[config.mk]
export PLATFORM = sky130hd
export DESIGN_NAME = sis_cell
export DESIGN_NICKNAME = d
export VERILOG_FILES = /design/src/rtl/sis_pkg.sv /design/src/rtl/sis_cell.sv
export SDC_FILE = /design/constraint.sdc
export NUM_CORES = 1
export LEC_CHECK = 0
export BUFFER_PORTS_ARGS = -buffer_cell sky130_fd_sc_hd__buf_2
export CELL_PAD_IN_SITES_DETAIL_PLACEMENT = 1
export CELL_PAD_IN_SITES_GLOBAL_PLACEMENT = 1
export CORE_MARGIN = 2
export CORE_UTILIZATION = 38
export DETAILED_ROUTE_END_ITERATION = 7
export GPL_TIMING_DRIVEN = 0
export PLACE_DENSITY = 0.82
export SLEW_MARGIN = 40
export SYNTH_ARGS = -nofsm -noshare
export SYNTH_HDL_FRONTEND = slang
export SYNTH_SLANG_ARGS = --single-unit
[constraint.sdc]
create_clock -name clk -period 4.2 [get_ports clk]
set_clock_uncertainty 0.15 [all_clocks]
set_input_delay 0.21 -clock clk [delete_from_list [all_inputs] [get_ports clk]]
set_output_delay 0.21 -clock clk [all_outputs]
set_load 0.02 [all_outputs]
[src/rtl/sis_pkg.sv]
// ----------------------------------------------------------------------------
// sis_pkg
// Shared types and codes of the sorted integer set: operations, status codes,
// channel payloads and the links between neighboring cells.
// ----------------------------------------------------------------------------
package sis_pkg;

	localparam int DEF_CAPACITY = 64;

	typedef logic signed [31:0] value_t;

	typedef enum logic [1:0] {
		OP_INSERT = 2'd0,
		OP_LOOKUP = 2'd1,
		OP_READ   = 2'd2,
		OP_CLEAR  = 2'd3
	} op_t;

	typedef enum logic [1:0] {
		ST_OK    = 2'd0,
		ST_FULL  = 2'd1,
		ST_RANGE = 2'd2
	} status_t;

	typedef struct packed {
		op_t        operation;
		value_t     value;
		logic [5:0] position;
	} req_t;

	typedef struct packed {
		logic       found;
		logic [6:0] count;
		value_t     element;
		status_t    status;
	} rsp_t;

	// query broadcast to every cell
	typedef struct packed {
		op_t        operation;
		value_t     value;
		logic [5:0] position;
		logic       shift;
	} query_t;

	// handed from a cell to the next higher cell
	typedef struct packed {
		logic   lt;
		value_t data;
	} link_t;

	// answer rippling toward cell zero
	typedef struct packed {
		logic   hit;
		value_t data;
	} ans_t;

endpackage

[src/rtl/sis_cell.sv]
// ----------------------------------------------------------------------------
// sis_cell
// One slot of the sorted chain: holds an element, compares it with the query,
// shifts up on insert and passes search answers down toward cell zero.
// ----------------------------------------------------------------------------
module sis_cell
	import sis_pkg::*;
#(
	parameter int INDEX = 0,
	parameter int CW    = 7
) (
	input  logic          clk,
	input  logic          arst_n,
	input  query_t        query,
	input  logic [CW-1:0] count,
	input  link_t         prev,
	output link_t         link_out,
	input  ans_t          ans_in,
	output ans_t          ans_out
);

	localparam int PW = (CW > 6) ? CW : 6;

	value_t data_q;
	ans_t   ans_q;
	logic   occ;
	logic   lt;
	logic   eq;
	logic   pos_hit;
	logic   hit;

	always_comb begin
		occ     = CW'(INDEX) < count;
		lt      = occ && (data_q < query.value);
		eq      = occ && (data_q == query.value);
		pos_hit = occ && (PW'(INDEX) == PW'(query.position));
		hit     = (query.operation == OP_READ) ? pos_hit : eq;
	end

	assign link_out = '{lt: lt, data: data_q};
	assign ans_out  = ans_q;

	// element storage, shifted up from the lower neighbor on insert
	always_ff @(posedge clk) begin
		if (query.shift && !lt) begin
			data_q <= prev.lt ? query.value : prev.data;
		end
	end

	always_ff @(posedge clk or negedge arst_n) begin
		if (!arst_n) begin
			ans_q <= '0;
		end else if (hit) begin
			ans_q <= '{hit: 1'b1, data: data_q};
		end else begin
			ans_q <= ans_in;
		end
	end

endmodule

==> impl_results.md <==
- Syn Area/Cell: 13.44 µm²
- Number of flops mapped to enable cells by yosys: 32
- Critical path data required time: ~3.8 ns
- Crit Path Max Fanout: 3
- H-tree Lvls: 3
- RePlAce Congestion: 0.7578
- DIE HEIGHT: ~100 µm
- Layout cell share with drive strength beyond 1: 0.5420
- DR WL met3: 479 µm
- Clock transition at path regs: ~0.08 ns
- Post-DP HPWL: between 8 and 9 mm
- Seq cells post-synth: 65
- Launch point of the worst hold path: prev[9]
- Design Power: ~1.7 mW
- Global-route wire length before repair: 16.43 mm
- CP endpoint kind: primary output
- Cts bufs inserted: 9
- Async SR Flop Fraction: 0.5077
- Antenna viol nets, final: 0
- Layout net count: between 600 and 700
- PortBufs: 180
- Leakage: 2.577 nW
- PwrDens: roughly 330 mW/mm²
- Slew Limit Fails: 0
- Full die area: about 0.010 mm²
- Metal2 WL: roughly 5.9 mm
- # DRC: 0
- Die width: 101.7 µm
- RR Startpoint: data_q[25]$_DFFE_PP_
- Synth Net Count: 418
- Final period utilization: 0.7355
- Number of global-route vias before repair: around 3300
- First DRT Iteration DRCs: 50
- Fmax: 323.7 MHz
- Largest net degree at the start of global routing: 34
- Crit path from: data_q[25]$_DFFE_PP_
- Post-CTS Setup Bufs: 0
- Latest clock arrival within the worst-skew pair: roughly 0.33 ns
- Setup crit start kind: flop
- CTS tree: built
- Setup violations, final: 0
- Worst Max-Slew Pin Slew: around 0.62 ns
- Fin. Hold Viols: 0
- Commonest cells after routing, fill and taps aside: buf_2 (179), inv_1 (35), mux2_2 (35), dlygate4sd3_1 (34), dfrtp_1 (33)
- Final core utilization: 0.5693
- Status: completed
- Metal-1 WL: 4.159 mm
- Cells after Synth: 270
- Area after DPL: between 0.004 and 0.005 mm²
- Commonest non-fill, non-tap cell in the layout: buf_2
- YS warnings: 0
- RSZ-0062 raised after global routing: false
- Slew headroom: 0.5845
- Initial antenna violation count: 0
- Total track usage: 0.2087
- Post-route cell area: around 0.0053 mm²
- Final min period: between 3 and 4 ns
- Root buffer cell: clkbuf_8
- Routed via count: about 3000
- Worst vdd ir: 0.0001476 V
- Finished Layout Cells: approximately 630
- WL final: approximately 11 mm
- Placement Rows: 35
- Setup TNS: 0 ns
- Sequential area share after synthesis: 0.4924
- Initial Utilization: 0.3927
- Hold/Removal Path Class: in2reg
- Crit Path Category: reg2out
- CP arrival: 2.73 ns
- Placed Cells: approximately 580
- Post-cts sizing count: 0
- Grt ovf: 0
- Highest metal layer with signal wires: met4
- Drt first pass iters: 4
- Diode count: 0
- DR vias/cell: around 4.7
- Most used DFF post-synth: dfrtp_1
- Synth cell types: 32
- Area added between synthesis and finish: 44.97%
- Routed wire length per instance: 17.03 µm
- Core footprint: 0.009240 mm²
- CTS max path bufs: 2
- Cell area after synthesis: roughly 0.0036 mm²
- Max Cap Violations: 0
- CTS Sinks: 65
- Io pins: 182
[state kept, by name, indices dropped and copies added (netlist names)]
name,cells
data_q,32
ans_out,33
[path summary, 6_finish.rpt]
check,slack (ns),to,cells past startpoint
worst max register to register,1.34,data_q[1]$_DFFE_PP_,6
worst max-delay path,1.11,link_out[32],8
max in group asynchronous,3.35,ans_out[7]$_DFF_PN0_,2
worst min-delay path,0.03,data_q[9]$_DFFE_PP_,2
min in group asynchronous,0.23,ans_out[25]$_DFF_PN0_,2
worst min register to register,0.40,ans_out[15]$_DFF_PN0_,1
[metrics by stage]
step / setup WS (ns) / hold slack (ns)
floorplan: 1.198 / -0.2356
global placement: 0.7817 / 0.1767
detailed placement: 1.330 / 0.1926
CTS: 1.087 / 0.01259
global route: 0.9287 / 0.01927
finish: 1.111 / 0.02866
[what timing repair did]
action / CTS / global route
endpoints found under the setup margin: 0 / 0
endpoints found under the hold margin: 66 / 0
hold buffers: 34 / 0
[kinds of logic after synthesis]
family / count (synthesis) / synth area share
adder cells (fa/ha/maj): 32 / 0.1103
multiplexers: 64 / 0.2286
AND/OR/NAND/NOR: 37 / 0.05896
AO/OA/AOI/OAI: 29 / 0.05069
buffers and inverters: 43 / 0.05897
flip-flops: 65 / 0.4924
[synth_stat cells, types with 2 or more instances]
cell type  count  area (µm²)
a211oi_1       2       15.01
a21oi_1       15       75.07
buf_1          3       11.26
buf_12         3       60.06
dfrtp_1       33       825.8
edfxtp_1      32       960.9
ha_1          32       400.4
inv_1         35       131.4
mux2_2        35       394.1
mux2_4        29       435.4
nand2_1       13       48.80
nand2b_1       2       12.51
nand4_1        5       31.28
nand4_2        2       25.02
nor2_1         6       22.52
nor4_1         3       18.77
o21ai_0        5       25.02
[layer usage]
metal  up-vias  global-route usage
met3        13             0.03382
met2       102              0.3993
met1      1425              0.2378
met4         0             0.05613
met5         -                   0
li1       1416                   -
[power by group]
group | total, mW | internal, mW | switching (mW)
Sequential | 0.760 | 0.730 | 0.0307
Clock | 0.589 | 0.347 | 0.242
Combinational | 0.394 | 0.182 | 0.212
[area by class of cell]
cell class / instances / area [µm²]
Fill cell: 1030 / 3980
Sequential cell: 65 / 1787
Multi-Input combinational cell: 162 / 1635
Timing Repair Buffer: 214 / 1244
Tap cell: 129 / 161.4
Clock buffer: 10 / 137.6
Inverter: 35 / 131.4
Buffer: 8 / 82.58
Clock inverter: 6 / 81.33
[worst max-delay path, cell delays in order, from the launching register on]
cell and delay, ns:
edfxtp_1 0.42, ha_1 0.32, nand4_1 0.21, nor4_4 0.09, and2_2 0.18, or4b_2 0.70
o21ai_0 0.19, buf_4 0.13, buf_2 0.16
Note: power is estimated with default switching activity, not from simulation.
